<file path="src/fjot_pkg.sv">
`default_nettype none
// ============================================================================
// fjot_pkg: shared types and constants for the flat JSON object tokenizer
// Holds the event kinds, error codes and the word passed between front and back.
// ============================================================================
package fjot_pkg;

    localparam int QueueDepth = 4;

    typedef enum logic [3:0] {
        EV_NONE    = 4'd0,
        EV_KEYCHAR = 4'd1,
        EV_KEYEND  = 4'd2,
        EV_STRCHAR = 4'd3,
        EV_STREND  = 4'd4,
        EV_INTEGER = 4'd5,
        EV_TRUE    = 4'd6,
        EV_FALSE   = 4'd7,
        EV_NULL    = 4'd8,
        EV_CLOSED  = 4'd9,
        EV_DOC_OK  = 4'd10,
        EV_ERROR   = 4'd11
    } event_kind_t;

    typedef enum logic [3:0] {
        ER_NONE      = 4'd0,
        ER_NOTOBJ    = 4'd1,
        ER_NOSTRING  = 4'd2,
        ER_NOCOLON   = 4'd3,
        ER_BADVALUE  = 4'd4,
        ER_CTRL      = 4'd5,
        ER_ESCAPE    = 4'd6,
        ER_UNTERM    = 4'd7,
        ER_NODIGIT   = 4'd8,
        ER_NONINT    = 4'd9,
        ER_RANGE     = 4'd10,
        ER_NOCOMMA   = 4'd11,
        ER_TRAILING  = 4'd12
    } error_code_t;

    typedef enum logic [3:0] {
        PH_OPEN, PH_FIRST, PH_KEY_START, PH_KEY, PH_COLON, PH_VALUE, PH_STRING,
        PH_SIGN, PH_NUMBER, PH_LITERAL, PH_AFTER, PH_TRAIL, PH_ERROR
    } phase_t;

    // Classified byte handed from the front to the back.
    typedef struct packed {
        logic [7:0] text_byte;
        logic       end_of_text;
    } word_t;

    // One emitted result, before last_of_run is attached.
    typedef struct packed {
        event_kind_t kind;
        logic [7:0]  ch;
        error_code_t err;
    } result_t;

    function automatic logic is_ws(input logic [7:0] c);
        return (c == 8'h20) || (c >= 8'd9 && c <= 8'd13);
    endfunction

    function automatic logic is_digit(input logic [7:0] c);
        return c >= "0" && c <= "9";
    endfunction

    function automatic logic [7:0] lit_char(input logic [1:0] s, input logic [2:0] p);
        logic [7:0] r;
        r = 8'h00;
        unique case (s)
            2'd0: begin
                unique case (p)
                    3'd0: r = "t";
                    3'd1: r = "r";
                    3'd2: r = "u";
                    3'd3: r = "e";
                    default: r = 8'h00;
                endcase
            end
            2'd1: begin
                unique case (p)
                    3'd0: r = "f";
                    3'd1: r = "a";
                    3'd2: r = "l";
                    3'd3: r = "s";
                    3'd4: r = "e";
                    default: r = 8'h00;
                endcase
            end
            2'd2: begin
                unique case (p)
                    3'd0: r = "n";
                    3'd1: r = "u";
                    3'd2: r = "l";
                    3'd3: r = "l";
                    default: r = 8'h00;
                endcase
            end
            default: r = 8'h00;
        endcase
        return r;
    endfunction

endpackage
`default_nettype wire

</file>
<file path="src/flat_json_object_tokenizer.sv">
`default_nettype none
// A byte's first result passes the front register, the queue and the output slot
// before it shows at m_valid. Throughput: one byte per cycle while m_ready is high,
// except a byte giving two results holds the parser while the second word drains.
// The front register, a queue of QueueDepth words and the parser stage run on their
// own handshakes. Reset (aresetn low, synchronous) empties all stages and returns
// the parser to expecting an opening brace.
// ============================================================================
// flat_json_object_tokenizer: streaming tokenizer for one flat JSON object
// The front registers each byte word, the queue decouples it from the parser,
// and the back parses and emits key/string characters, integers and status.
// ============================================================================
module flat_json_object_tokenizer
    import fjot_pkg::*;
#(
    parameter int Depth = QueueDepth
) (
    input  wire logic          aclk,
    input  wire logic          aresetn,
    input  wire logic          s_valid,
    output logic               s_ready,
    input  wire logic [7:0]    s_text_byte,
    input  wire logic          s_end_of_text,
    output logic               m_valid,
    input  wire logic          m_ready,
    output logic [3:0]         m_event_kind,
    output logic [7:0]         m_char_out,
    output logic signed [63:0] m_integer_out,
    output logic [3:0]         m_error_code,
    output logic               m_last_of_run
);
    // Word from the front register into the queue.
    logic  f_valid, f_ready;
    word_t f_word;
    // Word from the queue into the parser.
    logic  q_valid, q_ready;
    word_t q_word;

    fjot_front u_front (
        .aclk, .aresetn, .s_valid, .s_ready, .s_text_byte, .s_end_of_text,
        .q_valid(f_valid), .q_ready(f_ready), .q_word(f_word)
    );

    fjot_queue #(.Depth(Depth)) u_queue (
        .aclk, .aresetn,
        .in_valid(f_valid), .in_ready(f_ready), .in_word(f_word),
        .out_valid(q_valid), .out_ready(q_ready), .out_word(q_word)
    );

    fjot_back u_back (
        .aclk, .aresetn, .q_valid, .q_ready, .q_word,
        .m_valid, .m_ready, .m_event_kind, .m_char_out, .m_integer_out,
        .m_error_code, .m_last_of_run
    );
endmodule
`default_nettype wire

</file>
<file path="src/fjot_queue.sv">
`default_nettype none
// ============================================================================
// fjot_queue: short word queue between front and back
// A small circular buffer with valid/ready on both sides.
// ============================================================================
module fjot_queue
    import fjot_pkg::*;
#(
    parameter int Depth = QueueDepth
) (
    input  wire logic  aclk,
    input  wire logic  aresetn,
    input  wire logic  in_valid,
    output logic       in_ready,
    input  wire word_t in_word,
    output logic       out_valid,
    input  wire logic  out_ready,
    output word_t      out_word
);
    localparam int AW = (Depth > 1) ? $clog2(Depth) : 1;

    word_t mem_reg [Depth];
    logic [AW-1:0] wr_reg, rd_reg;
    logic [AW:0]   cnt_reg;
    logic push, pop;

    assign in_ready  = cnt_reg != (AW+1)'(Depth);
    assign out_valid = cnt_reg != '0;
    assign out_word  = mem_reg[rd_reg];
    assign push = in_valid && in_ready;
    assign pop  = out_valid && out_ready;

    always_ff @(posedge aclk) begin
        if (push) begin
            mem_reg[wr_reg] <= in_word;
        end
    end

    always_ff @(posedge aclk) begin
        if (!aresetn) begin
            wr_reg  <= '0;
            rd_reg  <= '0;
            cnt_reg <= '0;
        end else begin
            if (push) begin
                wr_reg <= (wr_reg == AW'(Depth - 1)) ? '0 : wr_reg + 1'b1;
            end
            if (pop) begin
                rd_reg <= (rd_reg == AW'(Depth - 1)) ? '0 : rd_reg + 1'b1;
            end
            cnt_reg <= cnt_reg + (AW+1)'(push) - (AW+1)'(pop);
        end
    end
endmodule
`default_nettype wire

</file>
<file path="src/fjot_front.sv">
`default_nettype none
// ============================================================================
// fjot_front: input stage of the tokenizer
// Registers each accepted byte and folds a zero byte into end of text.
// ============================================================================
module fjot_front
    import fjot_pkg::*;
(
    input  wire logic       aclk,
    input  wire logic       aresetn,
    input  wire logic       s_valid,
    output logic            s_ready,
    input  wire logic [7:0] s_text_byte,
    input  wire logic       s_end_of_text,
    output logic            q_valid,
    input  wire logic       q_ready,
    output word_t           q_word
);
    logic  vld_reg;
    word_t word_reg;

    assign s_ready = !vld_reg || q_ready;
    assign q_valid = vld_reg;
    assign q_word  = word_reg;

    always_ff @(posedge aclk) begin
        if (!aresetn) begin
            vld_reg <= 1'b0;
        end else if (s_ready) begin
            vld_reg <= s_valid;
        end
    end

    always_ff @(posedge aclk) begin
        if (s_valid && s_ready) begin
            word_reg.text_byte   <= s_text_byte;
            word_reg.end_of_text <= s_end_of_text || (s_text_byte == 8'h00);
        end
    end
endmodule
`default_nettype wire

</file>
<file path="src/fjot_back.sv">
`default_nettype none
// ============================================================================
// fjot_back: parser and result stage
// Advances the parse state per word and delivers up to two results per word.
// ============================================================================
module fjot_back
    import fjot_pkg::*;
(
    input  wire logic         aclk,
    input  wire logic         aresetn,
    input  wire logic         q_valid,
    output logic              q_ready,
    input  wire word_t        q_word,
    output logic              m_valid,
    input  wire logic         m_ready,
    output logic [3:0]        m_event_kind,
    output logic [7:0]        m_char_out,
    output logic signed [63:0] m_integer_out,
    output logic [3:0]        m_error_code,
    output logic              m_last_of_run
);
    phase_t      phase_reg, phase_next;
    logic        esc_reg, esc_next;
    logic [1:0]  sel_reg, sel_next;
    logic [2:0]  pos_reg, pos_next;
    logic        neg_reg, neg_next;
    logic [63:0] mag_reg, mag_next;
    logic        lz_reg, lz_next;
    logic        ovf_reg, ovf_next;
    error_code_t herr_reg, herr_next;

    // Output slots: slot 0 drives the port, slot 1 holds a second result.
    logic    v0_reg, v1_reg;
    result_t r0_reg, r1_reg;
    logic    l0_reg;
    logic [63:0] i0_reg, i1_reg;

    logic    n_cnt0, n_cnt1;
    result_t e0, e1;
    logic [63:0] ei0;
    logic [7:0] c;
    logic       fin;
    logic [63:0] value;
    logic [63:0] mag10;
    logic [64:0] sum;
    logic [3:0]  d;
    logic [2:0]  litlen;
    logic [7:0]  dec;
    logic        dec_ok;
    logic        take;

    assign c      = q_word.text_byte;
    assign fin    = q_word.end_of_text;
    assign value  = neg_reg ? (64'd0 - mag_reg) : mag_reg;
    assign d      = c[3:0];
    assign mag10  = {mag_reg[60:0], 3'b000} + {mag_reg[62:0], 1'b0};
    assign sum    = {1'b0, mag10} + 65'(d);
    assign litlen = (sel_reg == 2'd1) ? 3'd5 : 3'd4;

    // Only take a word when both slots are free after this cycle.
    assign q_ready = !v1_reg && (!v0_reg || m_ready);
    assign take    = q_valid && q_ready;

    assign m_valid       = v0_reg;
    assign m_event_kind  = r0_reg.kind;
    assign m_char_out    = r0_reg.ch;
    assign m_error_code  = r0_reg.err;
    assign m_integer_out = i0_reg;
    assign m_last_of_run = l0_reg;

    always_comb begin
        dec_ok = 1'b1;
        dec    = c;
        unique case (c)
            8'h22, 8'h5c, 8'h2f: dec = c;
            "b": dec = 8'd8;
            "f": dec = 8'd12;
            "n": dec = 8'd10;
            "r": dec = 8'd13;
            "t": dec = 8'd9;
            default: dec_ok = 1'b0;
        endcase
    end

    // Next-state logic of the parser; emits into e0/e1.
    always_comb begin
        logic key;
        logic nlimit_hit;
        phase_next = phase_reg;
        esc_next = esc_reg; sel_next = sel_reg; pos_next = pos_reg;
        neg_next = neg_reg; mag_next = mag_reg; lz_next = lz_reg;
        ovf_next = ovf_reg; herr_next = herr_reg;
        n_cnt0 = 1'b0; n_cnt1 = 1'b0;
        e0 = '{kind: EV_NONE, ch: 8'h00, err: ER_NONE};
        e1 = '{kind: EV_NONE, ch: 8'h00, err: ER_NONE};
        ei0 = 64'd0;
        key = (phase_reg == PH_KEY);
        // Overflow when the accumulated value passes the signed limit.
        nlimit_hit = (mag_reg > 64'd922337203685477580) || sum[64] ||
            (neg_reg ? (sum[63:0] > 64'h8000_0000_0000_0000)
                     : sum[63]);
        if (fin) begin
            n_cnt0 = 1'b1;
            e0.kind = EV_ERROR;
            unique case (phase_reg)
                PH_TRAIL: e0.kind = EV_DOC_OK;
                PH_ERROR: e0.err = herr_reg;
                PH_OPEN:  e0.err = ER_NOTOBJ;
                PH_FIRST, PH_KEY_START: e0.err = ER_NOSTRING;
                PH_KEY, PH_STRING: e0.err = esc_reg ? ER_ESCAPE : ER_UNTERM;
                PH_COLON: e0.err = ER_NOCOLON;
                PH_SIGN:  e0.err = ER_NODIGIT;
                PH_NUMBER: begin
                    if (!lz_reg && ovf_reg) begin
                        e0.err = ER_RANGE;
                    end else begin
                        e0.kind = EV_INTEGER;
                        ei0 = value;
                        n_cnt1 = 1'b1;
                        e1.kind = EV_ERROR;
                        e1.err = ER_NOCOMMA;
                    end
                end
                PH_AFTER: e0.err = ER_NOCOMMA;
                default: e0.err = ER_BADVALUE;
            endcase
            phase_next = PH_OPEN;
            esc_next = 1'b0; sel_next = '0; pos_next = '0; neg_next = 1'b0;
            mag_next = '0; lz_next = 1'b0; ovf_next = 1'b0; herr_next = ER_NONE;
        end else begin
            unique case (phase_reg)
                PH_OPEN: begin
                    if (!is_ws(c)) begin
                        if (c == "{") phase_next = PH_FIRST;
                        else begin phase_next = PH_ERROR; herr_next = ER_NOTOBJ; end
                    end
                end
                PH_FIRST, PH_KEY_START: begin
                    if (!is_ws(c)) begin
                        if (c == "}" && phase_reg == PH_FIRST) begin
                            n_cnt0 = 1'b1; e0.kind = EV_CLOSED; phase_next = PH_TRAIL;
                        end else if (c == 8'h22) begin
                            esc_next = 1'b0; phase_next = PH_KEY;
                        end else begin
                            phase_next = PH_ERROR; herr_next = ER_NOSTRING;
                        end
                    end
                end
                PH_KEY, PH_STRING: begin
                    if (esc_reg) begin
                        esc_next = 1'b0;
                        if (!dec_ok) begin
                            phase_next = PH_ERROR; herr_next = ER_ESCAPE;
                        end else begin
                            n_cnt0 = 1'b1; e0.ch = dec;
                            e0.kind = key ? EV_KEYCHAR : EV_STRCHAR;
                        end
                    end else if (c == 8'h22) begin
                        n_cnt0 = 1'b1;
                        e0.kind = key ? EV_KEYEND : EV_STREND;
                        phase_next = key ? PH_COLON : PH_AFTER;
                    end else if (c < 8'h20) begin
                        phase_next = PH_ERROR; herr_next = ER_CTRL;
                    end else if (c == 8'h5c) begin
                        esc_next = 1'b1;
                    end else begin
                        n_cnt0 = 1'b1; e0.ch = c;
                        e0.kind = key ? EV_KEYCHAR : EV_STRCHAR;
                    end
                end
                PH_COLON: begin
                    if (!is_ws(c)) begin
                        if (c == ":") phase_next = PH_VALUE;
                        else begin phase_next = PH_ERROR; herr_next = ER_NOCOLON; end
                    end
                end
                PH_VALUE: begin
                    if (!is_ws(c)) begin
                        if (c == 8'h22) begin
                            esc_next = 1'b0; phase_next = PH_STRING;
                        end else if (c == "-") begin
                            neg_next = 1'b1; phase_next = PH_SIGN;
                        end else if (is_digit(c)) begin
                            neg_next = 1'b0; lz_next = (c == "0");
                            mag_next = 64'(d); ovf_next = 1'b0; phase_next = PH_NUMBER;
                        end else if (c == "t" || c == "f" || c == "n") begin
                            sel_next = (c == "t") ? 2'd0 : (c == "f") ? 2'd1 : 2'd2;
                            pos_next = 3'd1; phase_next = PH_LITERAL;
                        end else begin
                            phase_next = PH_ERROR; herr_next = ER_BADVALUE;
                        end
                    end
                end
                PH_SIGN: begin
                    if (is_digit(c)) begin
                        lz_next = (c == "0"); mag_next = 64'(d);
                        ovf_next = 1'b0; phase_next = PH_NUMBER;
                    end else begin
                        phase_next = PH_ERROR; herr_next = ER_NODIGIT;
                    end
                end
                PH_NUMBER: begin
                    if (is_digit(c) && lz_reg) begin
                        phase_next = PH_ERROR; herr_next = ER_RANGE;
                    end else if (is_digit(c)) begin
                        if (!ovf_reg) begin
                            if (nlimit_hit) ovf_next = 1'b1;
                            else mag_next = sum[63:0];
                        end
                    end else if (c == "." || c == "e" || c == "E") begin
                        phase_next = PH_ERROR; herr_next = ER_NONINT;
                    end else if (ovf_reg) begin
                        phase_next = PH_ERROR; herr_next = ER_RANGE;
                    end else begin
                        n_cnt0 = 1'b1; e0.kind = EV_INTEGER; ei0 = value;
                        phase_next = PH_AFTER;
                        if (!is_ws(c)) begin
                            if (c == "}") begin
                                n_cnt1 = 1'b1; e1.kind = EV_CLOSED; phase_next = PH_TRAIL;
                            end else if (c == ",") begin
                                phase_next = PH_KEY_START;
                            end else begin
                                phase_next = PH_ERROR; herr_next = ER_NOCOMMA;
                            end
                        end
                    end
                end
                PH_LITERAL: begin
                    if (pos_reg >= litlen || c != lit_char(sel_reg, pos_reg)) begin
                        phase_next = PH_ERROR; herr_next = ER_BADVALUE;
                    end else begin
                        pos_next = pos_reg + 3'd1;
                        if (pos_reg + 3'd1 >= litlen) begin
                            n_cnt0 = 1'b1;
                            e0.kind = (sel_reg == 2'd0) ? EV_TRUE :
                                      (sel_reg == 2'd1) ? EV_FALSE : EV_NULL;
                            phase_next = PH_AFTER;
                        end
                    end
                end
                PH_AFTER: begin
                    if (!is_ws(c)) begin
                        if (c == "}") begin
                            n_cnt0 = 1'b1; e0.kind = EV_CLOSED; phase_next = PH_TRAIL;
                        end else if (c == ",") begin
                            phase_next = PH_KEY_START;
                        end else begin
                            phase_next = PH_ERROR; herr_next = ER_NOCOMMA;
                        end
                    end
                end
                PH_TRAIL: begin
                    if (!is_ws(c)) begin
                        phase_next = PH_ERROR; herr_next = ER_TRAILING;
                    end
                end
                default: ;
            endcase
        end
    end

    always_ff @(posedge aclk) begin
        if (!aresetn) begin
            phase_reg <= PH_OPEN;
            esc_reg <= 1'b0; sel_reg <= '0; pos_reg <= '0; neg_reg <= 1'b0;
            mag_reg <= '0; lz_reg <= 1'b0; ovf_reg <= 1'b0; herr_reg <= ER_NONE;
        end else if (take) begin
            phase_reg <= phase_next;
            esc_reg <= esc_next; sel_reg <= sel_next; pos_reg <= pos_next;
            neg_reg <= neg_next; mag_reg <= mag_next; lz_reg <= lz_next;
            ovf_reg <= ovf_next; herr_reg <= herr_next;
        end
    end

    // Output slots. Taking a word implies slot 1 is empty and slot 0 is empty or drains.
    always_ff @(posedge aclk) begin
        if (!aresetn) begin
            v0_reg <= 1'b0;
            v1_reg <= 1'b0;
        end else if (take) begin
            v0_reg <= n_cnt0;
            v1_reg <= n_cnt1;
        end else if (v0_reg && m_ready) begin
            v0_reg <= v1_reg;
            v1_reg <= 1'b0;
        end
    end

    always_ff @(posedge aclk) begin
        if (take) begin
            r0_reg <= e0;
            i0_reg <= ei0;
            l0_reg <= !n_cnt1;
            r1_reg <= e1;
            i1_reg <= 64'd0;
        end else if (v0_reg && m_ready) begin
            r0_reg <= r1_reg;
            i0_reg <= i1_reg;
            l0_reg <= 1'b1;
        end
    end
endmodule
`default_nettype wire

</file>
<file path="config.mk">
export PLATFORM = sky130hd
export DESIGN_NAME = flat_json_object_tokenizer
export DESIGN_NICKNAME = d
export VERILOG_FILES = /design/src/fjot_pkg.sv /design/src/flat_json_object_tokenizer.sv /design/src/fjot_queue.sv /design/src/fjot_front.sv /design/src/fjot_back.sv
export SDC_FILE = /design/constraint.sdc
export NUM_CORES = 1
export LEC_CHECK = 0
export CORE_UTILIZATION = 31
export CTS_BUF_LIST = sky130_fd_sc_hd__clkbuf_8
export DETAILED_ROUTE_END_ITERATION = 10
export DONT_BUFFER_PORTS = 1
export GPL_ROUTABILITY_DRIVEN = 1
export GPL_TIMING_DRIVEN = 0
export SYNTH_ARGS = -nofsm -noshare
export SYNTH_HDL_FRONTEND = slang
export SYNTH_SLANG_ARGS = --single-unit
export TNS_END_PERCENT = 100
</file>
<file path="constraint.sdc">
create_clock -name aclk -period 9.08 [get_ports aclk]
set_clock_uncertainty 0.2 [all_clocks]
set_input_delay 0.908 -clock aclk [delete_from_list [all_inputs] [get_ports aclk]]
set_output_delay 0.908 -clock aclk [all_outputs]
set_load 0.01 [all_outputs]
</file>
==> Word level (Yosys, flattened, before mapping) <==
Memory sizes are Yosys's and may differ from the RTL's. A register that Yosys moved wholly into a read port is not among the register bits.
Cells that the tools add are included.
{ "totals": {"register_bits": 189, "latch_bits": 0, "ramBits": 36, "mem_bits_ro": 0, "in_bits": 13, "output_inout_bits": 83, "wordCells": 382, "mem_count": 1} }
{ "classes": {"addsub": 8, "mul": 0, "div": 0, "magnitude_cmp": 9, "n_eq_ne": 72, "shift": 0, "mux": 215, "bitwise": 0, "reduce_logical": 53} }
{ "memory_table": {"columns": ["memory", "depth", "word_bits", "rd", "rd_ports_with_merged_regs", "wr", "line", "text"], "rows": [
  ["u_queue.mem_reg", 4, 9, 1, 1, 1, "fjot_queue.sv:22", "word_t mem_reg [Depth];"]
]} }
{ "op_table": {"columns": ["cell", "count"], "rows": [
  ["64-bit two-way mux", 20],
  ["4-bit two-way mux", 78],
  ["64-bit one-hot mux with 3 select lines", 1],
  ["8-bit by 7-bit == test with 1-bit output (second input constant)", 10],
  ["4-bit one-hot mux with 10 select lines", 2],
  ["64-bit by 4-bit adder with 65-bit output", 1],
  ["1-bit two-way mux", 65],
  ["64-bit adder", 1],
  ["8-bit by 6-bit == test with 1-bit output (second input constant)", 8],
  ["64-bit by 60-bit greater-than comparator with 1-bit output (second input constant)", 1],
  ["64-bit greater-than comparator (second input constant)", 1],
  ["1-bit by 64-bit subtractor with 64-bit output (first input constant)", 1],
  ["3-bit != test (second input constant)", 20],
  ["12-bit two-way mux", 4],
  ["8-bit two-way mux", 5],
  ["8-bit one-hot mux with 5 select lines", 1],
  ["4-bit one-hot mux with 9 select lines", 1],
  ["7-bit one-hot mux with 5 select lines", 1],
  ["3-bit two-way mux", 11],
  ["16-bit two-way mux", 2],
  ["2-bit two-way mux", 14],
  ["7-bit one-hot mux with 4 select lines", 1],
  ["8-bit one-hot mux with 3 select lines", 1],
  ["7-bit one-hot mux with 3 select lines", 1],
  ["51 further kinds", 106]
]} }

==> Depth between registers and ports, before layout <==
{ "logic_depth": {"ltp_word": 12, "mapped_depth": 23, "mapped_depth_nobuf": 17} }

==> Hierarchy <==
From an unflattened synthesis, not the netlist that was laid out.
{ "unflattened": {"cells_unflattened": 2305, "hier_area_um2": 18984.5} }
{ "by_module_without_submodules": {"columns": ["mod", "n_inst", "cells_per_inst", "area_per_inst_um2", "seq_area_each_um2"], "rows": [
  ["fjot_back", 1, 2189, 16861.2, 4154.0],
  ["fjot_queue", 1, 99, 1781.7, 1261.2],
  ["fjot_front", 1, 17, 341.6, 290.3]
]} }

==> Least setup slack after synthesis <==
Ideal clock, no wire load.
{ "synth_path": {"kind": "register to register", "startpoint": "reg (tool-made name)", "endpoint": "reg u_back.mag_reg[21]", "setup_ns": 0.121, "arrival_ns": 5.036, "t_required_ns": 8.759, "setup_slack_ns": 3.722, "stages_incl_launch_ff": 22, "n_path_buf": 4, "synth_period_minus_slack_ns": 5.358, "path_cell_list": "dfxtp_1 clkbuf_1 mux2i_1 mux2_2 clkinv_1 ha_1 a21oi_1 nor2_1 and3_1 clkbuf_1 nand4_1 or4_1 nor4_4 nand3_1 nor4b_1 or3_1 nand3_1 and4_1 buf_4 a31oi_4 buf_12 mux2_4"} }
{ "synth_lines": {"columns": ["element", "line", "text"], "rows": [
  ["end signal: assignment", "fjot_back.sv:270", "neg_reg <= neg_next; mag_reg <= mag_next; lz_reg <= lz_next;"],
  ["end: declaration", "fjot_back.sv:27", "logic [63:0] mag_reg, mag_next;"]
]} }

==> flow_summary.toml <==
[clock_network]
cts_tree = "done"
cts_root_buf = "clkbuf_8"
cts_sinks = 221
cts_resized = 0
h-tree-depth = 2
cts_buffers = 44
clkLatencyLatePin_ps = 640
hold_buffers = 0
cts.clk_slew.worst_paths_ps = 60
cts_buffer_depth = 3
cts_setup_buffers = 0

[synthesis]
synth_seq_area_share_pct = 30.28
ys_ff_latch = 221
synth_cell_types = 105
avgSynthCellArea_um2 = 8.115
ys_warn_count = 0
ys.flop_type = "edfxtp_1"
synth.top_cells.by_area = "edfxtp_1, dfxtp_1, nand2_1"
synthCells = 2322
syn_nets = 2416
synth_common_cells = "nand2_1, nor2_1, a21oi_1"
synth_top_area_share_pct = 20.40
synth_most_common_cell = "nand2_1"
synth_edf_count = 128
yosysTopAreaCell = "edfxtp_1"
syn_area_mm2 = 0.01884
async_flop_share_pct = 0

[critical_path]
startpoint_type = "register"
worst-path-buf-inv = 5
reg2reg_slack_ps = 1950
reg2reg_to = "u_back.mag_reg[32]"
slowest_delay_ps = 690
slowest_stage = "nor4_1"
cp_data_required_time_ps = 9380
crit_family = "simple AND/OR/NAND/NOR gates"
critical_path_arrival_ps = 7430
rr_worst_depth = 21
cp-end-kind = "register"
path_cells = "clkbuf_1 -> mux2i_1 -> mux2_2 -> clkinv_1 -> ha_1 -> a21oi_1 -> nor2_1 -> and3_1 -> clkbuf_1 -> nand4_1 -> nor3_2 -> nand3_1 -> xor2_1 -> or4_1 -> nor4_1 -> nand4_1 -> and4b_1 -> buf_4 -> a31oi_4 -> buf_12 -> mux2_4"
critPathKind = "reg2reg"
worstPathMaxFanout = 10

[global_routing]
grt_pass1_wl_um = 107700
gr-total-overflow = 0
grt_use_total_pct = 22.44
grt_start_max_net_pins = 48
antenna_found_initial = 0
grt_pass1_vias = 17650

[route]
wl_met3_um = 4165
drtPass1Iterations = 8
wl_met2_um = 33750
top_layer = "met4"
num_vias = 18440
wire_per_inst_um = 22.33
drcViolationCount = 0
routed_wl_um = 71170
wl_met1_um = 30450
antenna_left = 0
first_iter_violations = 1646
vias_per_cell = 5.786

[sta]
period_share_pct = 78.57
finalMaxSlewViolations = 0
finalSetupTns_ps = 0
tightest_slew_ps = 1360
rsz0062_at_grt = "no"
setup_violations = 0
hold-worst-slack_ps = 164.3
fin_crit_ps = 7134
max_freq_mhz = 140.2
maxSlewHeadroom_pct = 9.317
hold_violations = 0

[layout]
n_fill_cell = 6316
fin_area_mm2 = 0.02080
layout-drive-gt1-share_pct = 7.235
antennaDiodeCount = 0
nets = 2463
areaGrowthSynthToFinish_pct = 10.41

[pwr]
peakVddDrop_uv = 165.8
power.density_mw_per_mm2 = 210.4
p_leak_nw = 7.777

[worst_hold_path]
hp-start = "s_text_byte[6]"
hp-class = "in2reg"
hold_depth = 0
holdPathEnd = "u_front.q_word[7]"

[run]
cap_violations = 0

[floorplanning]
die_w_um = 248.5
die_area_mm2 = 0.06177
io_pins = 96
start_util_pct = 31.28
core_area_mm2 = 0.06025
fp-row-count = 90
dieHeight_um = 248.5

[outcome]
status = "finished, final reports clean"

[placed_design]
hpwl_um = 55230
place_area_mm2 = 0.01986
io_buffers = 0
gp_congestion = 0.9740
[where the power goes]
part / switching [mW] / internal [mW] / total [mW]
registers: 0.204 / 1.38 / 1.58
logic: 1.14 / 0.555 / 1.69
clock network: 0.481 / 0.622 / 1.10
total: 1.82 / 2.55 / 4.38
[cell type report]
cell class                      count  area, um^2  share of cell area (%)
Buffer                            119       586.8                   2.821
Clock buffer                       50       688.2                   3.308
Clock inverter                     32       259.0                   1.245
Inverter                           42       157.7                  0.7578
Multi-Input combinational cell   1940       12400                   59.61
Sequential cell                   221        5705                   27.43
Tap cell                          782       978.4                   4.703
Timing Repair Buffer                1       27.53                  0.1323
[kinds of logic after synthesis]
logic type,count (synthesis),share of synthesized area (%)
buffers and inverters,161,3.951
DFF,221,30.28
xor gates and xnor gates,166,7.756
AOI/OAI and AO/OA,570,19.87
adders and majority gates,81,5.498
and+or+nand+nor,1034,27.32
muxes,89,5.319
[worst max path at each step]
stage	endpoint	cells past startpoint	from	slack, ps
after floorplan	u_back.mag_reg[21]	21	register	3720
after global placement	u_back.mag_reg[21]	21	register	2170
after detailed placement	u_back.mag_reg[21]	21	register	2130
after CTS	u_back.mag_reg[32]	21	register	2060
after global routing	u_back.mag_reg[28]	22	register	1680
final	u_back.mag_reg[32]	21	register	1950
[stage by stage]
step                      util, %  power (mW)  std cells  worst slack, ps
after global placement      32.90       3.285       3104             2173
after global routing        34.53       4.621       3187             1685
final                       34.53       4.377       3187             1946
after CTS                   34.53       4.423       3187             2065
after detailed placement    32.96       3.287       3105             2133
after floorplan                 -       2.738       2322             3722
[worst reg2reg max path, delay by kind of cell (launching register included)]
| family | cells | cell delay (ps) |
|---|---|---|
| fa+ha+maj | 1 | 430 |
| xor+xnor | 1 | 180 |
| compound gates | 2 | 240 |
| buf+inv | 5 | 1470 |
| simple gates | 9 | 3250 |
| mux | 3 | 860 |
| flops | 1 | 340 |
[cells in the final DEF (no fill, tap or decap), types with 22 or more instances in the layout]
master	n
mux2i_1	72
nor3_1	73
nand3_1	69
edfxtp_1	128
and3_1	24
a21oi_1	156
buf_2	25
clkbuf_1	78
or3_1	42
o31ai_1	28
o21ai_0	120
inv_1	51
ha_1	78
o21a_1	22
xnor2_1	77
nand4_1	49
nor2_1	251
and2_1	40
nor4_1	31
a21o_1	23
nand2_1	316
clkbuf_8	50
dfxtp_1	93
or4_1	23
xor2_1	88
a31oi_1	22
[per-layer routing]
metal  track usage, %  up-vias
met5                0        -
met3            3.088      142
met1            28.58     8934
met2            38.21      667
li1                 -     8696
met4            8.855        0
Power figures use the tool's default switching activity.
